[src/rtl/core/sld_pkg.sv]
// ---------------------------------------------------------------------------
// sld_pkg
// Shared types and constants of the SLIP response deframer.
// ---------------------------------------------------------------------------
package sld_pkg;

  localparam int MaxFrameBytes = 1024;
  localparam int HeaderBytes   = 8;
  localparam int CntW          = $clog2(MaxFrameBytes + 1);
  localparam int OutLenW       = 11;

  localparam logic [7:0] SlipEnd    = 8'hC0;
  localparam logic [7:0] SlipEsc    = 8'hDB;
  localparam logic [7:0] SlipEscEnd = 8'hDC;
  localparam logic [7:0] SlipEscEsc = 8'hDD;
  localparam logic [7:0] DirResp    = 8'h01;

  localparam logic [7:0] ReadRegCmdReset = 8'd10;

  localparam int EvqDepth = 4;
  localparam int EvqPtrW  = $clog2(EvqDepth);
  localparam int ResDepth = 2;

  typedef enum logic [1:0] {
    OP_BYTE    = 2'd0,
    OP_ARM     = 2'd1,
    OP_RESTART = 2'd2
  } op_e;

  typedef enum logic [1:0] {
    EV_BYTE  = 2'd0,
    EV_CLOSE = 2'd1,
    EV_ARM   = 2'd2,
    EV_CLEAR = 2'd3
  } ev_kind_e;

  typedef enum logic [1:0] {
    MODE_UNDECIDED = 2'd0,
    MODE_ACCEPTED  = 2'd1,
    MODE_REJECTED  = 2'd2
  } mode_e;

  typedef enum logic [2:0] {
    FS_OK           = 3'd0,
    FS_BAD_DIR      = 3'd1,
    FS_BAD_ESCAPE   = 3'd2,
    FS_TOO_SHORT    = 3'd3,
    FS_LEN_MISMATCH = 3'd4,
    FS_TOO_LONG     = 3'd5
  } fstat_e;

  typedef enum logic {
    RES_BYTE    = 1'b0,
    RES_SUMMARY = 1'b1
  } res_kind_e;

  // Event passed from the front to the back. The flag marks an escape error
  // on a byte, or a dangling escape on a close.
  typedef struct packed {
    ev_kind_e   kind;
    logic [7:0] data;
    logic       flag;
  } ev_t;

  typedef struct packed {
    res_kind_e          kind;
    logic [7:0]         data_byte;
    logic [7:0]         command;
    logic [15:0]        payload_size;
    logic [31:0]        reg_value;
    logic [7:0]         dev_status;
    logic [7:0]         dev_error;
    logic [OutLenW-1:0] decoded_length;
    fstat_e             frame_status;
  } res_t;

  // Handshake between the event queue and its neighbors.
  typedef struct packed {
    logic full;
    logic empty;
  } evq_stat_t;

endpackage

[src/rtl/core/sld_front.sv]
// ---------------------------------------------------------------------------
// sld_front
// Accepts input items, hunts for the first delimiter, unescapes SLIP bytes
// and turns each item into at most one event for the back end.
// ---------------------------------------------------------------------------
module sld_front (
  input  logic          clk_i,
  input  logic          rst_ni,
  input  logic          accept_i,
  input  logic [1:0]    op_i,
  input  logic [7:0]    rx_byte_i,
  input  logic [7:0]    expect_cmd_i,
  output logic          ev_valid_o,
  output sld_pkg::ev_t  ev_o
);

  logic hunt_q, hunt_d;
  logic escp_q, escp_d;

  always_comb begin
    hunt_d     = hunt_q;
    escp_d     = escp_q;
    ev_valid_o = 1'b0;
    ev_o       = '0;
    if (accept_i) begin
      case (sld_pkg::op_e'(op_i))
        sld_pkg::OP_ARM: begin
          escp_d     = 1'b0;
          ev_valid_o = 1'b1;
          ev_o.kind  = sld_pkg::EV_ARM;
          ev_o.data  = expect_cmd_i;
        end
        sld_pkg::OP_RESTART: begin
          hunt_d     = 1'b1;
          escp_d     = 1'b0;
          ev_valid_o = 1'b1;
          ev_o.kind  = sld_pkg::EV_CLEAR;
        end
        sld_pkg::OP_BYTE: begin
          if (hunt_q) begin
            // The frame state is already clear while hunting.
            if (rx_byte_i == sld_pkg::SlipEnd) begin
              hunt_d = 1'b0;
            end
          end else if (rx_byte_i == sld_pkg::SlipEnd) begin
            escp_d     = 1'b0;
            ev_valid_o = 1'b1;
            ev_o.kind  = sld_pkg::EV_CLOSE;
            ev_o.flag  = escp_q;
          end else if (escp_q) begin
            escp_d     = 1'b0;
            ev_valid_o = 1'b1;
            ev_o.kind  = sld_pkg::EV_BYTE;
            ev_o.data  = (rx_byte_i == sld_pkg::SlipEscEnd) ? sld_pkg::SlipEnd
                                                            : sld_pkg::SlipEsc;
            ev_o.flag  = (rx_byte_i != sld_pkg::SlipEscEnd) &&
                         (rx_byte_i != sld_pkg::SlipEscEsc);
          end else if (rx_byte_i == sld_pkg::SlipEsc) begin
            escp_d = 1'b1;
          end else begin
            ev_valid_o = 1'b1;
            ev_o.kind  = sld_pkg::EV_BYTE;
            ev_o.data  = rx_byte_i;
          end
        end
        default: begin
        end
      endcase
    end
  end

  always_ff @(posedge clk_i or negedge rst_ni) begin
    if (!rst_ni) begin
      hunt_q <= 1'b1;
      escp_q <= 1'b0;
    end else begin
      hunt_q <= hunt_d;
      escp_q <= escp_d;
    end
  end

endmodule

[src/rtl/core/sld_evq.sv]
// ---------------------------------------------------------------------------
// sld_evq
// Short event queue between the front and the back end.
// ---------------------------------------------------------------------------
module sld_evq (
  input  logic               clk_i,
  input  logic               rst_ni,
  input  logic               push_i,
  input  sld_pkg::ev_t       push_ev_i,
  input  logic               pop_i,
  output sld_pkg::ev_t       head_ev_o,
  output sld_pkg::evq_stat_t stat_o
);

  localparam int CntBits = $clog2(sld_pkg::EvqDepth + 1);

  sld_pkg::ev_t mem_q [sld_pkg::EvqDepth];
  logic [sld_pkg::EvqPtrW-1:0] wr_q, wr_d, rd_q, rd_d;
  logic [CntBits-1:0]          cnt_q, cnt_d;
  logic                        do_push, do_pop;

  assign stat_o.full  = (cnt_q == CntBits'(sld_pkg::EvqDepth));
  assign stat_o.empty = (cnt_q == '0);
  assign do_push      = push_i && !stat_o.full;
  assign do_pop       = pop_i && !stat_o.empty;
  assign head_ev_o    = mem_q[rd_q];

  always_comb begin
    wr_d  = do_push ? wr_q + 1'b1 : wr_q;
    rd_d  = do_pop ? rd_q + 1'b1 : rd_q;
    cnt_d = cnt_q + CntBits'(do_push) - CntBits'(do_pop);
  end

  always_ff @(posedge clk_i) begin
    if (do_push) begin
      mem_q[wr_q] <= push_ev_i;
    end
  end

  always_ff @(posedge clk_i or negedge rst_ni) begin
    if (!rst_ni) begin
      wr_q  <= '0;
      rd_q  <= '0;
      cnt_q <= '0;
    end else begin
      wr_q  <= wr_d;
      rd_q  <= rd_d;
      cnt_q <= cnt_d;
    end
  end

endmodule

[src/rtl/core/sld_back.sv]
// ---------------------------------------------------------------------------
// sld_back
// Frame tracker: counts decoded bytes, decides acceptance, collects the
// header and tail fields and queues payload and summary results.
// ---------------------------------------------------------------------------
module sld_back (
  input  logic          clk_i,
  input  logic          rst_ni,
  input  logic          cfg_we_i,
  input  logic [7:0]    cfg_data_i,
  input  logic          ev_valid_i,
  input  sld_pkg::ev_t  ev_i,
  output logic          ev_pop_o,
  input  logic          res_pop_i,
  output logic          res_empty_o,
  output sld_pkg::res_t res_o
);

  localparam int CW = sld_pkg::CntW;

  logic [7:0]          rrc_q;
  logic                armed_q, armed_d;
  logic [7:0]          exp_q, exp_d;
  logic [CW-1:0]       cnt_q, cnt_d;
  sld_pkg::mode_e      mode_q, mode_d;
  logic                dir_q, dir_d;
  logic                eerr_q, eerr_d;
  logic [15:0]         hsize_q, hsize_d;
  logic [31:0]         hval_q, hval_d;
  logic [7:0]          tail_q [4];
  logic [7:0]          tail_d [4];

  sld_pkg::res_t       rmem_q [sld_pkg::ResDepth];
  logic                rwr_q, rrd_q;
  logic [1:0]          rcnt_q, rcnt_d;
  logic                res_push, res_do_pop, res_space;
  sld_pkg::res_t       res_new;
  logic                eerr_c;
  logic [16:0]         need_len;
  sld_pkg::fstat_e     fstat;

  assign res_space   = (rcnt_q != 2'(sld_pkg::ResDepth));
  assign ev_pop_o    = ev_valid_i && res_space;
  assign res_empty_o = (rcnt_q == '0);
  assign res_do_pop  = res_pop_i && !res_empty_o;
  assign res_o       = rmem_q[rrd_q];
  assign need_len    = {1'b0, hsize_q} + 17'(sld_pkg::HeaderBytes);
  assign eerr_c      = eerr_q || ev_i.flag;

  always_comb begin
    if (!dir_q) begin
      fstat = sld_pkg::FS_BAD_DIR;
    end else if (eerr_c) begin
      fstat = sld_pkg::FS_BAD_ESCAPE;
    end else if (cnt_q >= CW'(sld_pkg::MaxFrameBytes)) begin
      fstat = sld_pkg::FS_TOO_LONG;
    end else if (cnt_q < CW'(sld_pkg::HeaderBytes)) begin
      fstat = sld_pkg::FS_TOO_SHORT;
    end else if (17'(cnt_q) != need_len) begin
      fstat = sld_pkg::FS_LEN_MISMATCH;
    end else begin
      fstat = sld_pkg::FS_OK;
    end
  end

  always_comb begin
    armed_d  = armed_q;
    exp_d    = exp_q;
    cnt_d    = cnt_q;
    mode_d   = mode_q;
    dir_d    = dir_q;
    eerr_d   = eerr_q;
    hsize_d  = hsize_q;
    hval_d   = hval_q;
    tail_d   = tail_q;
    res_push = 1'b0;
    res_new  = '0;
    if (ev_pop_o) begin
      case (ev_i.kind)
        sld_pkg::EV_BYTE: begin
          eerr_d = eerr_c;
          // Bytes that arrive at the saturated count are dropped.
          if (cnt_q < CW'(sld_pkg::MaxFrameBytes)) begin
            if (cnt_q == CW'(0)) begin
              dir_d = (ev_i.data == sld_pkg::DirResp);
            end else if (cnt_q == CW'(1)) begin
              if (armed_q && ev_i.data == exp_q) begin
                mode_d  = sld_pkg::MODE_ACCEPTED;
                armed_d = 1'b0;
              end else begin
                mode_d = sld_pkg::MODE_REJECTED;
              end
            end else if (cnt_q < CW'(4)) begin
              if (cnt_q[0]) hsize_d[15:8] = ev_i.data;
              else          hsize_d[7:0]  = ev_i.data;
            end else if (cnt_q < CW'(sld_pkg::HeaderBytes)) begin
              case (cnt_q[1:0])
                2'd0:    hval_d[7:0]   = ev_i.data;
                2'd1:    hval_d[15:8]  = ev_i.data;
                2'd2:    hval_d[23:16] = ev_i.data;
                default: hval_d[31:24] = ev_i.data;
              endcase
            end
            tail_d[3] = tail_q[2];
            tail_d[2] = tail_q[1];
            tail_d[1] = tail_q[0];
            tail_d[0] = ev_i.data;
            cnt_d     = cnt_q + 1'b1;
            if (mode_d == sld_pkg::MODE_ACCEPTED && cnt_q >= CW'(2)) begin
              res_push          = 1'b1;
              res_new.kind      = sld_pkg::RES_BYTE;
              res_new.data_byte = ev_i.data;
            end
          end
        end
        sld_pkg::EV_CLOSE: begin
          if (mode_q == sld_pkg::MODE_ACCEPTED) begin
            res_push               = 1'b1;
            res_new.kind           = sld_pkg::RES_SUMMARY;
            res_new.command        = exp_q;
            res_new.payload_size   = hsize_q;
            res_new.reg_value      = (exp_q == rrc_q) ? hval_q : 32'd0;
            res_new.dev_status     = tail_q[3];
            res_new.dev_error      = tail_q[2];
            res_new.decoded_length = sld_pkg::OutLenW'(cnt_q);
            res_new.frame_status   = fstat;
          end
        end
        sld_pkg::EV_ARM: begin
          armed_d = 1'b1;
          exp_d   = ev_i.data;
        end
        default: begin
        end
      endcase
      // Every event but a byte ends or abandons the current frame.
      if (ev_i.kind != sld_pkg::EV_BYTE) begin
        cnt_d   = '0;
        mode_d  = sld_pkg::MODE_UNDECIDED;
        dir_d   = 1'b0;
        eerr_d  = 1'b0;
        hsize_d = '0;
        hval_d  = '0;
        for (int i = 0; i < 4; i++) tail_d[i] = '0;
      end
    end
    rcnt_d = rcnt_q + 2'(res_push) - 2'(res_do_pop);
  end

  always_ff @(posedge clk_i) begin
    if (res_push) begin
      rmem_q[rwr_q] <= res_new;
    end
  end

  always_ff @(posedge clk_i or negedge rst_ni) begin
    if (!rst_ni) begin
      rrc_q   <= sld_pkg::ReadRegCmdReset;
      armed_q <= 1'b0;
      exp_q   <= '0;
      cnt_q   <= '0;
      mode_q  <= sld_pkg::MODE_UNDECIDED;
      dir_q   <= 1'b0;
      eerr_q  <= 1'b0;
      hsize_q <= '0;
      hval_q  <= '0;
      for (int i = 0; i < 4; i++) tail_q[i] <= '0;
      rwr_q   <= 1'b0;
      rrd_q   <= 1'b0;
      rcnt_q  <= '0;
    end else begin
      if (cfg_we_i) rrc_q <= cfg_data_i;
      armed_q <= armed_d;
      exp_q   <= exp_d;
      cnt_q   <= cnt_d;
      mode_q  <= mode_d;
      dir_q   <= dir_d;
      eerr_q  <= eerr_d;
      hsize_q <= hsize_d;
      hval_q  <= hval_d;
      tail_q  <= tail_d;
      if (res_push)   rwr_q <= ~rwr_q;
      if (res_do_pop) rrd_q <= ~rrd_q;
      rcnt_q  <= rcnt_d;
    end
  end

endmodule

[src/rtl/core/slip_response_deframer_core.sv]
// ---------------------------------------------------------------------------
// slip_response_deframer_core
// SLIP response deframer for a ROM-loader link.
// ---------------------------------------------------------------------------
// Input items enter through push/full: a received byte, an arm event with
// the expected command, or a restart that hunts for the next delimiter.
// Results leave through empty/pop, oldest first: the decoded bytes of an
// accepted frame past its command byte, then one summary item at its close.
// The configuration channel (cfg_valid_i/cfg_ready_o) writes the
// read-register command code; it is always ready.
// Throughput is one input item per cycle while full is low. The front end
// unescapes a byte in the cycle it is accepted and writes an event into a
// four-entry queue; the back end takes one event per cycle from that queue
// into a two-entry result buffer while it has space; each item passes
// through both in turn. When the receiver stops popping, the result buffer
// and then the event queue fill; full rises when it holds four events.
// Reset empties both queues, clears the frame state, disarms the block,
// sets the register to 10 and starts hunting for a delimiter.
// ---------------------------------------------------------------------------
module slip_response_deframer_core (
  input  logic        clk_i,
  input  logic        rst_ni,
  input  logic        push,
  output logic        full,
  input  logic [1:0]  op_i,
  input  logic [7:0]  rx_byte_i,
  input  logic [7:0]  expect_cmd_i,
  output logic        empty,
  input  logic        pop,
  output logic        kind_o,
  output logic [7:0]  data_byte_o,
  output logic [7:0]  command_o,
  output logic [15:0] payload_size_o,
  output logic [31:0] reg_value_o,
  output logic [7:0]  dev_status_o,
  output logic [7:0]  dev_error_o,
  output logic [10:0] decoded_length_o,
  output logic [2:0]  frame_status_o,
  input  logic        cfg_valid_i,
  output logic        cfg_ready_o,
  input  logic [7:0]  cfg_data_i
);

  logic               accept;
  logic               fr_ev_valid;
  sld_pkg::ev_t       fr_ev;
  sld_pkg::ev_t       head_ev;
  sld_pkg::evq_stat_t evq_stat;
  logic               ev_pop;
  sld_pkg::res_t      res;

  assign cfg_ready_o = 1'b1;
  assign full        = evq_stat.full;
  assign accept      = push && !evq_stat.full;

  sld_front u_front (
    .clk_i        (clk_i),
    .rst_ni       (rst_ni),
    .accept_i     (accept),
    .op_i         (op_i),
    .rx_byte_i    (rx_byte_i),
    .expect_cmd_i (expect_cmd_i),
    .ev_valid_o   (fr_ev_valid),
    .ev_o         (fr_ev)
  );

  sld_evq u_evq (
    .clk_i     (clk_i),
    .rst_ni    (rst_ni),
    .push_i    (fr_ev_valid),
    .push_ev_i (fr_ev),
    .pop_i     (ev_pop),
    .head_ev_o (head_ev),
    .stat_o    (evq_stat)
  );

  sld_back u_back (
    .clk_i       (clk_i),
    .rst_ni      (rst_ni),
    .cfg_we_i    (cfg_valid_i && cfg_ready_o),
    .cfg_data_i  (cfg_data_i),
    .ev_valid_i  (!evq_stat.empty),
    .ev_i        (head_ev),
    .ev_pop_o    (ev_pop),
    .res_pop_i   (pop),
    .res_empty_o (empty),
    .res_o       (res)
  );

  assign kind_o           = res.kind;
  assign data_byte_o      = res.data_byte;
  assign command_o        = res.command;
  assign payload_size_o   = res.payload_size;
  assign reg_value_o      = res.reg_value;
  assign dev_status_o     = res.dev_status;
  assign dev_error_o      = res.dev_error;
  assign decoded_length_o = res.decoded_length;
  assign frame_status_o   = res.frame_status;

endmodule

[config.mk]
export PLATFORM = sky130hd
export DESIGN_NAME = slip_response_deframer_core
export DESIGN_NICKNAME = d
export VERILOG_FILES = /design/src/rtl/core/sld_pkg.sv /design/src/rtl/core/sld_front.sv /design/src/rtl/core/sld_evq.sv /design/src/rtl/core/sld_back.sv /design/src/rtl/core/slip_response_deframer_core.sv
export SDC_FILE = /design/constraint.sdc
export NUM_CORES = 1
export LEC_CHECK = 0
export ABC_AREA = 1
export ABC_CLOCK_PERIOD_IN_PS = 6100
export BUFFER_PORTS_ARGS = -buffer_cell sky130_fd_sc_hd__buf_2
export CORE_ASPECT_RATIO = 0.75
export CORE_MARGIN = 1.5
export CORE_UTILIZATION = 54
export DETAILED_ROUTE_END_ITERATION = 7
export GPL_TIMING_DRIVEN = 0
export HOLD_SLACK_MARGIN = 0.08
export PLACE_DENSITY = 0.87
export SETUP_SLACK_MARGIN = 0.05
export SKIP_LAST_GASP = 1
export SLEW_MARGIN = 40
export SYNTH_ARGS = -nofsm -noshare
export SYNTH_HDL_FRONTEND = slang
export SYNTH_SLANG_ARGS = --single-unit
export TNS_END_PERCENT = 100
[constraint.sdc]
create_clock -name clk_i -period 6.1 [get_ports clk_i]
set_input_delay 1.22 -clock clk_i [delete_from_list [all_inputs] [get_ports clk_i]]
set_output_delay 1.22 -clock clk_i [all_outputs]
set_load 0.05 [all_outputs]
# ---- Word level (Yosys, flattened, before mapping)
# Memory sizes are Yosys's and may differ from the RTL's.
# Cells that the tools add are included.
dict set report word_totals {
  n_memories 2
  ram_bits 234
  ff_bits 125
  elab_cells 211
  out_inout_bits 98
}
# name depth word_bits read_ports rd_ports_with_merged_regs write_ports line
set mem_list {}
lappend mem_list {u_back.rmem_q 2 95 1 0 1 sld_back.sv:33} ;# sld_pkg::res_t rmem_q [sld_pkg::ResDepth];
lappend mem_list {u_evq.mem_q 4 11 1 0 1 sld_evq.sv:17} ;# sld_pkg::ev_t mem_q [sld_pkg::EvqDepth];
dict set report op_classes {
  n_addsub 8
  n_reduce_logical 46
  eq_ne 30
  n_lt_le_gt_ge 5
  bitwise 2
  muxes 93
}
# cell count
set op_table {}
lappend op_table {{$mux 32} 11}
lappend op_table {{$mux 86} 2}
lappend op_table {{$mux 16} 6}
lappend op_table {{$mux 95} 1}
lappend op_table {{$mux 8} 11}
lappend op_table {{$mux 11} 5}
lappend op_table {{$mux 1} 32}
lappend op_table {{$reduce_and 8->1} 4}
lappend op_table {{$reduce_bool 2->1} 13}
lappend op_table {{$eq 8x8->1 const B} 3}
lappend op_table {{$mux 2} 10}
lappend op_table {{$add 16x4->17 const B} 1}
lappend op_table {{$ne 11x17->1} 1}
lappend op_table {{$eq 8x8->1} 2}
lappend op_table {{$ne 8x8->1 const B} 2}
lappend op_table {{$pmux 8 s2} 1}
lappend op_table {{$mux 3} 5}
lappend op_table {{$ne 2x2->1 const B} 7}
lappend op_table {{$reduce_and 7->1} 2}
lappend op_table {{$pmux 1 s2} 6}
lappend op_table {{$add 11x1->11 const B} 1}
lappend op_table {{$eq 11x1->1 const B} 1}
lappend op_table {{$ge 11x11->1 const B} 1}
lappend op_table {{$ge 11x2->1 const B} 1}
lappend op_table {{other kinds (29)} 55}

# ---- Longest topological paths before layout
# Gate-level depths: netlist (run 1).
# An unclocked memory read counts as a cell.
dict set report logic_depth {
  ltp_word 17
  depth_mapped 16
  ltp_nobuf 15
}

# ---- Modules after synthesis
# A second synthesis (run 1) with hierarchy kept.
dict set report hier_totals {
  cells_unflattened 1601
  area_unflattened_um2 15705.1
}
# mod area_each_um2 cells_each n_inst
set by_module_without_submodules {}
lappend by_module_without_submodules {sld_back 12957.4 1299 1}
lappend by_module_without_submodules {sld_evq 2212.1 200 1}
lappend by_module_without_submodules {sld_front 510.5 97 1}
lappend by_module_without_submodules {slip_response_deframer_core 25.0 5 1}

# ---- Worst setup path before layout (run 1)
# No wires, ideal clock.
dict set report synth_path {
  kind {reg2reg}
  start {register u_back.cnt_q[1]}
  end {memory u_back.rmem_q[1][0] (netlist bit) (enable)}
  setup_ps 553
  path_buffers 0
  arrival_ps 5651
  synth_period_minus_slack_ps 6204
  path_stages_with_launch 13
  slack_ps -104
  path_cell_list {dfrtp_1 > inv_1 > ha_1 > inv_1 > nor3_1 > o21ai_0 > nand2_1 > inv_1 > nor2_1 > nand3_4 > nand2_4 > inv_1 > nor2_1}
}
dict set report synth_via {
  elab_chain_len 14
  word_cells_on_any_way 17
  classes_between {order compare: 2; eq/ne: 2; mux: 11; reduce/logical: 2}
}
# element line
set synth_lines {}
lappend synth_lines {{start: declaration} sld_back.sv:24} ;# logic [CW-1:0] cnt_q, cnt_d;
lappend synth_lines {{start signal: assignment} sld_back.sv:175} ;# cnt_q <= cnt_d;
lappend synth_lines {{$eq 11x1->1} sld_back.sv:86} ;# end else if (cnt_q == CW'(1)) begin
lappend synth_lines {{$mux 2} sld_back.sv:86}
lappend synth_lines {{$mux 2} sld_back.sv:84} ;# if (cnt_q == CW'(0)) begin
lappend synth_lines {{$mux 2} sld_back.sv:83} ;# if (cnt_q < CW'(sld_pkg::MaxFrameBytes)) begin
lappend synth_lines {{$mux 2} sld_back.sv:79} ;# case (ev_i.kind)
lappend synth_lines {{$mux 2} sld_back.sv:78} ;# if (ev_pop_o) begin
lappend synth_lines {{$eq 2x1->1} sld_back.sv:109} ;# if (mode_d == sld_pkg::MODE_ACCEPTED && cnt_q >= CW'(2)) begin
lappend synth_lines {{$logic_and 1x1->1} sld_back.sv:109}
lappend synth_lines {{$mux 1} sld_back.sv:109}
lappend synth_lines {{$mux 1 *} sld_back.sv:83}
lappend synth_lines {{$pmux 1 s2 *} sld_back.sv:79}
lappend synth_lines {{$mux 1 *} sld_back.sv:78}
lappend synth_lines {{$mux 1 *} sld_back.sv:151} ;# if (res_push) begin
lappend synth_lines {{$mux 1 (implied by the code) *} sld_back.sv:152} ;# rmem_q[rwr_q] <= res_new;
lappend synth_lines {{end: declaration} sld_back.sv:33}
# Mark *: on every way between the ends. The rest lies on a longest branch, timed or not. The select of a mux whose other input is x is not followed.

# ---- Worst setup path after layout (run 1)
dict set report layout_path {
  start {register u_back.rrd_q}
  end {output reg_value_o[28]}
}
dict set report layout_via {
  elab_chain_len 1
}
# element line
set layout_lines {}
lappend layout_lines {{start: declaration} sld_back.sv:34} ;# logic rwr_q, rrd_q;
lappend layout_lines {{start signal: assignment} sld_back.sv:183} ;# if (res_do_pop) rrd_q <= ~rrd_q;
lappend layout_lines {{$mem_v2 2x95} n/a}
lappend layout_lines {{end: declaration} slip_response_deframer_core.sv:34} ;# output logic [31:0] reg_value_o,
# Every way passes these cells.

==> reports/results.ini, run 1 <==
[cells_and_area]
design_area_um2=17860
final_common_cell=nand2_1
diodes=0
mostFrequentLayoutCells=nand2_1, edfxtp_1, buf_2, dfrtp_1, inv_1
areaGrowthSynthToFinish_pct=15.01
nets=1705
layoutNonFillerInstCount=2066
drive_gt1_share_pct=15.41
utilization_pct=63.51

[floorplanning]
floorplan.die_area_um2=29790
core-area_um2=28120
io_pins=129
die_w_um=198.8
num_rows=53
die_y_um=149.8
start_util_pct=55.22

[cts]
cts_setup_buffers=0
cts_hold_buf=0
cts.sinks=359
cts_resized=0
htreeDepth=2
cts_tree=built
clk_pin_slew_ps=70
clk_latency_ps=520
cts-root-buf=clkbuf_16
clk_path_buf_depth=3
numCtsBuffers=35

[sta]
final.min_clock_period_ps=4294
setup_viol=0
timing.final.hold_violations=0
final.setup_skew_ps=10.86
max_slew_margin_pct=47.64
tns_ps=0
tightestPinTransition_ps=785.4
finalMaxSlewViolations=0
max_freq_mhz=232.9
timing.final.crit_share_pct=70.39
rsz0062_at_grt=no
hold_ws_ps=461.6
worst_slack_ps=1806

[logic_synthesis]
netlist.area_leader.share_pct=45.26
yosys.area.top_type=edfxtp_1
syn-num-nets=1535
avgSynthCellArea_um2=10.45
synth_seq_area_share_pct=65.43
synthTopCellsByArea=edfxtp_1, dfrtp_1, nand2_1
synth_area_um2=15530
synth_seq_cells=359
syn_inst=1486
ys_types=51
yosys_warnings=0

[detailed_routing]
vias_per_cell=5.478
post_drt_wl_per_cell_um=17.67
routed_wl_um=36510
drt-initial-drc-count=955
dr.pass1.iters=5
drtAntennaViolNets=0
drc=0
num_vias=11318

[status]
status=finished clean

[place]
dp_slack_ps=2440
placed_area_um2=16830
dp_cells=2004
gp_routability_congestion=0.9591
portBuffers=126
dp_hpwl_um=25380

[hold_path]
holdPathStages=2
hold_class=flip-flop to flip-flop

[global_route]
antenna_found_initial=0
grt_usage_pct=25.06
grt_max_degree=72
grt-ovfl-total=0
grt_pass1_vias=11039
grt_first_pass_wirelength_um=57360

[critical_path]
crit_end=reg_value_o[28]
crit_fanout=10
arrival_ps=3070
crit_start=u_back.rrd_q$_DFFE_PN0P_
crit_type=flip-flop to output port
reg2regPathDepth=18
cp-end-kind=output port
reg2reg_slack_ps=2590
critical_path.reg2reg.startpoint=u_evq.rd_q[0]$_DFFE_PN0P_
reg2reg_to=u_back.rmem_q[1][31]$_DFFE_PP_
critPathRequiredTime_ps=4880
cp-start-kind=flip-flop

[pwr]
finalPower_mw=9.274
pwr_density_cell_nw_per_um2=519.4
vdd_drop_max_mv=0.2831
p_leak_nw=7.299

[job]
drv_cap=0

[synth_stat cells (all sizes together)]
library cell,count
dfstp,3
mux2,8
buf,27
or2,1
nor3b,32
a211oi,2
nor3,11
a31oi,1
o2111ai,1
o22ai,25
o41ai,1
conb,1
nand2,507
edfxtp,234
inv,125
clkinv,3
xor2,20
nand3b,1
o31ai,4
fa,1
nor2,111
dfrtp,122
o21ai,87
a32oi,1
xnor2,5
a311oi,1
a32o,1
clkbuf,31
o211ai,4
nand4,14
nand3,50
a21oi,28
ha,17
nor4,6
[worst max-delay path, stage by stage, from the launching register on]
cell and delay (ps):
dfrtp_1 360, clkbuf_1 250, clkinv_1 260, clkbuf_1 630, clkbuf_1 480, nand2_1 130, nand2_1 150, buf_2 280
[kinds of logic (layout without fill, tap and decap cells)]
kind of cell | count (synthesis) | after routing | synth area share [%]
muxes | 8 | 8 | 0.5802
adders and majority gates | 18 | 18 | 1.499
xor gates and xnor gates | 25 | 25 | 1.410
DFF | 359 | 359 | 65.43
AOI/OAI and AO/OA | 156 | 156 | 5.738
and+or+nand+nor | 733 | 733 | 20.22
buffers and inverters | 186 | 381 | 5.101
other | 1 | 1 | 0.02415
[area by class of cell]
class | count | area, µm²
Tap cell | 385 | 481.7
Fill cell | 2157 | 10260
Multi-Input combinational cell | 941 | 4599
Inverter | 128 | 493.0
Timing Repair Buffer | 133 | 795.8
Clock buffer | 45 | 933.4
Buffer | 58 | 306.5
Sequential cell | 359 | 10160
Clock inverter | 17 | 87.58
[power breakdown]
part           internal, mW  leakage (nW)  switching [mW]
registers              2.88          3.57           0.171
logic                  1.01          3.23            3.24
clock network          1.08         0.497           0.892
total                  4.97          7.30            4.31
[sequential cells by signal, indices dropped and copies added (netlist names), 2 cells and up]
register        flops
u_back.rcnt_q       2
u_back.mode_q       2
u_evq.mem_q        44
u_back.tail_q      32
u_back.rrc_q        8
u_back.exp_q        8
u_back.hsize_q     16
u_back.cnt_q       11
u_evq.cnt_q         3
u_back.rmem_q     190
u_evq.rd_q          2
u_evq.wr_q          2
u_back.hval_q      32
[layer usage]
| metal | vias up | GRT usage [%] | wire length [µm] |
|---|---|---|---|
| li1 | 5279 | - | - |
| met1 | 5445 | 34.97 | 15520 |
| met2 | 511 | 40.23 | 16790 |
| met3 | 83 | 4.530 | 3175 |
| met4 | 0 | 7.879 | 1028 |
| met5 | - | 0 | 0 |
[worst min-delay path by stage]
| stage | start | to | slack (ps) |
|---|---|---|---|
| finish | u_front.hunt_q$_DFFE_PN1P_ | u_front.hunt_q$_DFFE_PN1P_ | 460 |
| CTS | u_front.hunt_q$_DFFE_PN1P_ | u_front.hunt_q$_DFFE_PN1P_ | 460 |
| floorplan | u_front.hunt_q$_DFFE_PN1P_ | u_front.hunt_q$_DFFE_PN1P_ | 430 |
| detailed placement | u_front.hunt_q$_DFFE_PN1P_ | u_front.hunt_q$_DFFE_PN1P_ | 450 |
| global route | u_front.hunt_q$_DFFE_PN1P_ | u_front.hunt_q$_DFFE_PN1P_ | 500 |
| global placement | u_front.hunt_q$_DFFE_PN1P_ | u_front.hunt_q$_DFFE_PN1P_ | 440 |
No activity file was read; power rests on OpenSTA's default activity.
==> run 2: changes to the inputs <==
--- a/config.mk
+++ b/config.mk
@@ -6,15 +6,15 @@
 export NUM_CORES = 1
 export LEC_CHECK = 0
 export ABC_AREA = 1
-export ABC_CLOCK_PERIOD_IN_PS = 6100
+export ABC_CLOCK_PERIOD_IN_PS = 4300
 export BUFFER_PORTS_ARGS = -buffer_cell sky130_fd_sc_hd__buf_2
 export CORE_ASPECT_RATIO = 0.75
 export CORE_MARGIN = 1.5
-export CORE_UTILIZATION = 54
+export CORE_UTILIZATION = 60
 export DETAILED_ROUTE_END_ITERATION = 7
 export GPL_TIMING_DRIVEN = 0
 export HOLD_SLACK_MARGIN = 0.08
-export PLACE_DENSITY = 0.87
+export PLACE_DENSITY = 0.91
 export SETUP_SLACK_MARGIN = 0.05
 export SKIP_LAST_GASP = 1
 export SLEW_MARGIN = 40
==> constraint.sdc (replaced) <==
create_clock -name clk_i -period 4.3 [get_ports clk_i]
set_input_delay 0.86 -clock clk_i [delete_from_list [all_inputs] [get_ports clk_i]]
set_output_delay 0.86 -clock clk_i [all_outputs]
set_load 0.05 [all_outputs]
==> reports/results.ini, run 2 (same netlist as run 1, synthesis figures left out) <==
[critical_path]
path_cells=clkbuf_1 -> clkbuf_1 -> clkbuf_1 -> nand2_1 -> nand2_1 -> buf_2
crit_start=u_back.rrd_q$_DFFE_PN0P_
cp-end-kind=output port
cpPeakStageDelay_ps=710
arrival_ps=3010
path_delay_family=buffers and inverters
reg2reg_slack_ps=680
critical_path.reg2reg.startpoint=u_evq.rd_q[0]$_DFFE_PN0P_
critPathRequiredTime_ps=3440
crit_fanout=10
crit_top_cell=clkbuf_1
slowest_stage=clkbuf_1
crit_type=flip-flop to output port
cp_num_buf_inv=4
cp-start-kind=flip-flop

[detailed_routing]
drc=0
drt-initial-drc-count=1200
vias_per_cell=5.614
num_vias=11345
dr.pass1.iters=6
drtAntennaViolNets=0
post_drt_wl_per_cell_um=17.95
routed_wl_um=36280

[cells_and_area]
layoutNonFillerInstCount=2021
reg_top3=u_back.rmem_q (190), u_evq.mem_q (44)
final_common_cell=nand2_1
largest_reg_flops=190
drive_gt1_share_pct=15.63
nets=1705
diodes=0
mostFrequentLayoutCells=nand2_1, edfxtp_1, buf_2, dfrtp_1, inv_1
design_area_um2=17810
nFillCells=1621
utilization_pct=70.64
areaGrowthSynthToFinish_pct=14.71
regMostFlops=u_back.rmem_q

[sta]
final.min_clock_period_ps=3874
hold_ws_ps=279.4
tns_ps=0
max_freq_mhz=258.1
worst_slack_ps=426.3
final.setup_skew_ps=12.40
rsz0062_at_grt=no
tightestPinTransition_ps=868.4
timing.final.hold_violations=0
finalMaxSlewViolations=0
timing.final.crit_share_pct=90.09
max_slew_margin_pct=42.11
setup_viol=0

[cts]
cts_resized=0
htreeDepth=2
clk_latency_ps=520
cts-root-buf=clkbuf_16
cts_setup_buffers=0
cts_tree=built
numCtsBuffers=35
clk_path_buf_depth=3
cts_hold_buf=0
cts.sinks=359
clk_pin_slew_ps=60

[status]
status=finished clean

[floorplanning]
num_rows=50
core-area_um2=25210
start_util_pct=61.58
io_pins=129
die_w_um=188.8
die_y_um=142.3
floorplan.die_area_um2=26860

[hold_path]
hold_class=primary input to async pin

[job]
drv_cap=0

[place]
dp_slack_ps=759.5
gp_routability_congestion=0.9233
dp_hpwl_um=24860
dp_cells=1957
portBuffers=126
placed_area_um2=16760

[pwr]
p_leak_nw=7.303
finalPower_mw=13.17
vdd_drop_max_mv=0.5371
pwr_density_cell_nw_per_um2=739.5

[global_route]
grt_first_pass_wirelength_um=57050
grt_pass1_vias=10983
grt-ovfl-total=0
antenna_found_initial=0
grt_usage_pct=27.42
grt_max_degree=69

==> run 2: cell count changes in the layout (fill, tap and decap cells not counted), sizes merged <==
cell | previous run | this run
clkbuf | 76 | 73
clkinv | 16 | 19
clkinvlp | 2 | 5
inv | 127 | 126
==> run 2: where the power goes <==
part	internal, mW	total, mW	switching (mW)
combinational	1.43	6.01	4.58
clock	1.55	2.83	1.28
sequential	4.08	4.33	0.253
==> run 2: metal layers <==
layer	share of wire, %	track usage [%]	up-vias	wire [µm]
met2	46	43.87	530	16740
li1	-	-	5281	-
met5	0	0.7326	-	0
met4	2.8	8.814	0	1003
met1	42	38.36	5447	15230
met3	9.1	5.227	87	3304
==> run 2: layout make-up <==
| type | instances | area [µm²] | area share, % |
|---|---|---|---|
| plain buffers | 58 | 306.5 | 1.721 |
| repair buffers | 133 | 783.3 | 4.398 |
| multi-input cells | 941 | 4593 | 25.79 |
| inverters | 128 | 493.0 | 2.768 |
| well taps | 338 | 422.9 | 2.375 |
| clock buffers | 42 | 923.4 | 5.185 |
| clock inverters | 22 | 128.9 | 0.7236 |
| flip-flops and latches | 359 | 10160 | 57.04 |
==> run 2: path summary, 6_finish.rpt <==
path	cells past startpoint	end
max in group asynchronous	2	u_back.exp_q[6]$_DFFE_PN0P_
setup / recovery	6	payload_size_o[15]
hold reg to reg	2	u_front.hunt_q$_DFFE_PN1P_
min in group clk_i	2	u_front.hunt_q$_DFFE_PN1P_
setup reg to reg	18	u_back.rmem_q[1][34]$_DFFE_PP_
hold / removal	1	u_back.hval_q[22]$_DFFE_PN0P_
==> run 3: changes to the inputs <==
--- a/config.mk
+++ b/config.mk
@@ -10,11 +10,11 @@
 export BUFFER_PORTS_ARGS = -buffer_cell sky130_fd_sc_hd__buf_2
 export CORE_ASPECT_RATIO = 0.75
 export CORE_MARGIN = 1.5
-export CORE_UTILIZATION = 60
+export CORE_UTILIZATION = 45
 export DETAILED_ROUTE_END_ITERATION = 7
 export GPL_TIMING_DRIVEN = 0
 export HOLD_SLACK_MARGIN = 0.08
-export PLACE_DENSITY = 0.91
+export PLACE_DENSITY = 0.74
 export SETUP_SLACK_MARGIN = 0.05
 export SKIP_LAST_GASP = 1
 export SLEW_MARGIN = 40
==> reports/results.ini, run 3 (same netlist as run 1, synthesis figures left out) <==
[critical_path]
crit_fanout=10
reg2reg_to=u_back.rmem_q[1][24]$_DFFE_PP_
reg2reg_slack_ps=500
cp_num_buf_inv=5
path_delay_family=buffers and inverters
path_cells=clkbuf_1 -> clkinv_1 -> clkbuf_1 -> clkbuf_1 -> nand2_1 -> nand2_1 -> buf_2
cp-end-kind=output port
slowest_stage=clkbuf_1
crit_top_cell=clkbuf_1
crit_type=flip-flop to output port
arrival_ps=3040
critical_path.reg2reg.startpoint=u_evq.rd_q[0]$_DFFE_PN0P_
cp-start-kind=flip-flop
critPathRequiredTime_ps=3440
reg2regPathDepth=20
cpPeakStageDelay_ps=530

[global_route]
grt_first_pass_wirelength_um=56480
grt_usage_pct=20.60
grt-ovfl-total=0
grt_max_degree=67
antenna_found_initial=0
grt_pass1_vias=10331

[cells_and_area]
reg_top3=u_back.rmem_q (190), u_evq.mem_q (44)
nets=1705
diodes=0
drive_gt1_share_pct=15.64
areaGrowthSynthToFinish_pct=16.42
mostFrequentLayoutCells=nand2_1, edfxtp_1, buf_2, dfrtp_1, inv_1
final_common_cell=nand2_1
regMostFlops=u_back.rmem_q
largest_reg_flops=190

[sta]
max_freq_mhz=256.5
worst_slack_ps=400.8
rsz0062_at_grt=no
finalMaxSlewViolations=0
final.setup_skew_ps=11.79
tns_ps=0
timing.final.crit_share_pct=90.68
hold_ws_ps=265.6
timing.final.hold_violations=0
max_slew_margin_pct=49.09
final.min_clock_period_ps=3899
setup_viol=0
tightestPinTransition_ps=756.7

[detailed_routing]
num_vias=10982
drt-initial-drc-count=975
drc=0
routed_wl_um=36450
drtAntennaViolNets=0
dr.pass1.iters=6
vias_per_cell=5.151
post_drt_wl_per_cell_um=17.10

[floorplanning]
die_y_um=163.9
die_w_um=217.5
floorplan.die_area_um2=35640
start_util_pct=46.01
num_rows=58
core-area_um2=33740
io_pins=129

[pwr]
pwr_density_cell_nw_per_um2=742.2
finalPower_mw=13.42
vdd_drop_max_mv=0.5052
p_leak_nw=7.378

[cts]
cts_setup_buffers=0
htreeDepth=2
clk_pin_slew_ps=60
cts_tree=built
numCtsBuffers=35
cts_hold_buf=0
cts-root-buf=clkbuf_16
cts.sinks=359
cts_resized=0
clk_path_buf_depth=3
clk_latency_ps=520

[place]
dp_slack_ps=552.4
dp_hpwl_um=25600
gp_routability_congestion=0.9047
portBuffers=126

[hold_path]
hold_class=primary input to async pin

[job]
drv_cap=0

[status]
status=finished clean

-- run 3: worst max-delay path by stage --
stage	from	end	slack, ps	depth (start not counted)
after global routing	u_evq.rd_q[0]$_DFFE_PN0P_	u_back.rmem_q[1][23]$_DFFE_PP_	210	20
after floorplan	u_back.cnt_q[1]$_DFFE_PN0P_	u_back.rmem_q[0][0]$_DFFE_PP_	330	12
after global placement	u_evq.rd_q[0]$_DFFE_PN0P_	u_back.rmem_q[0][24]$_DFFE_PP_	-1210	16
after CTS	u_back.rrd_q$_DFFE_PN0P_	payload_size_o[6]	380	7
after detailed placement	u_evq.rd_q[0]$_DFFE_PN0P_	u_back.rmem_q[1][20]$_DFFE_PP_	550	20
final	u_back.rrd_q$_DFFE_PN0P_	payload_size_o[6]	400	7
-- run 3: layout make-up --
class / count / area (µm²)
Fill cell: 2909 / 15670
Sequential cell: 359 / 10160
Multi-Input combinational cell: 941 / 4593
Clock buffer: 47 / 1003
Timing Repair Buffer: 133 / 808.3
Tap cell: 450 / 563.0
Inverter: 128 / 493.0
Buffer: 58 / 306.5
Clock inverter: 16 / 148.9
-- run 3: stage by stage --
stage	instances	instance area, µm²	utilization (%)
after floorplan	1486	15530	-
after global placement	2062	16730	49.57
after detailed placement	2069	16920	50.15
after CTS	2132	18070	53.56
after global routing	2132	18070	53.56
final	2132	18070	53.56
-- run 3: metal layers --
layer	share of wire, %	GRT usage, %	vias up
met3	6.4	3.759	57
met5	0	0	-
met2	44	31.49	356
met1	47	30.55	5291
li1	-	-	5278
met4	1.8	4.893	0
-- run 3: power by group --
| part | switching [mW] | total (mW) | internal [mW] |
|---|---|---|---|
| clock network | 1.26 | 3.08 | 1.82 |
| registers | 0.243 | 4.32 | 4.08 |
| logic | 4.59 | 6.02 | 1.43 |
| total | 6.09 | 13.4 | 7.33 |
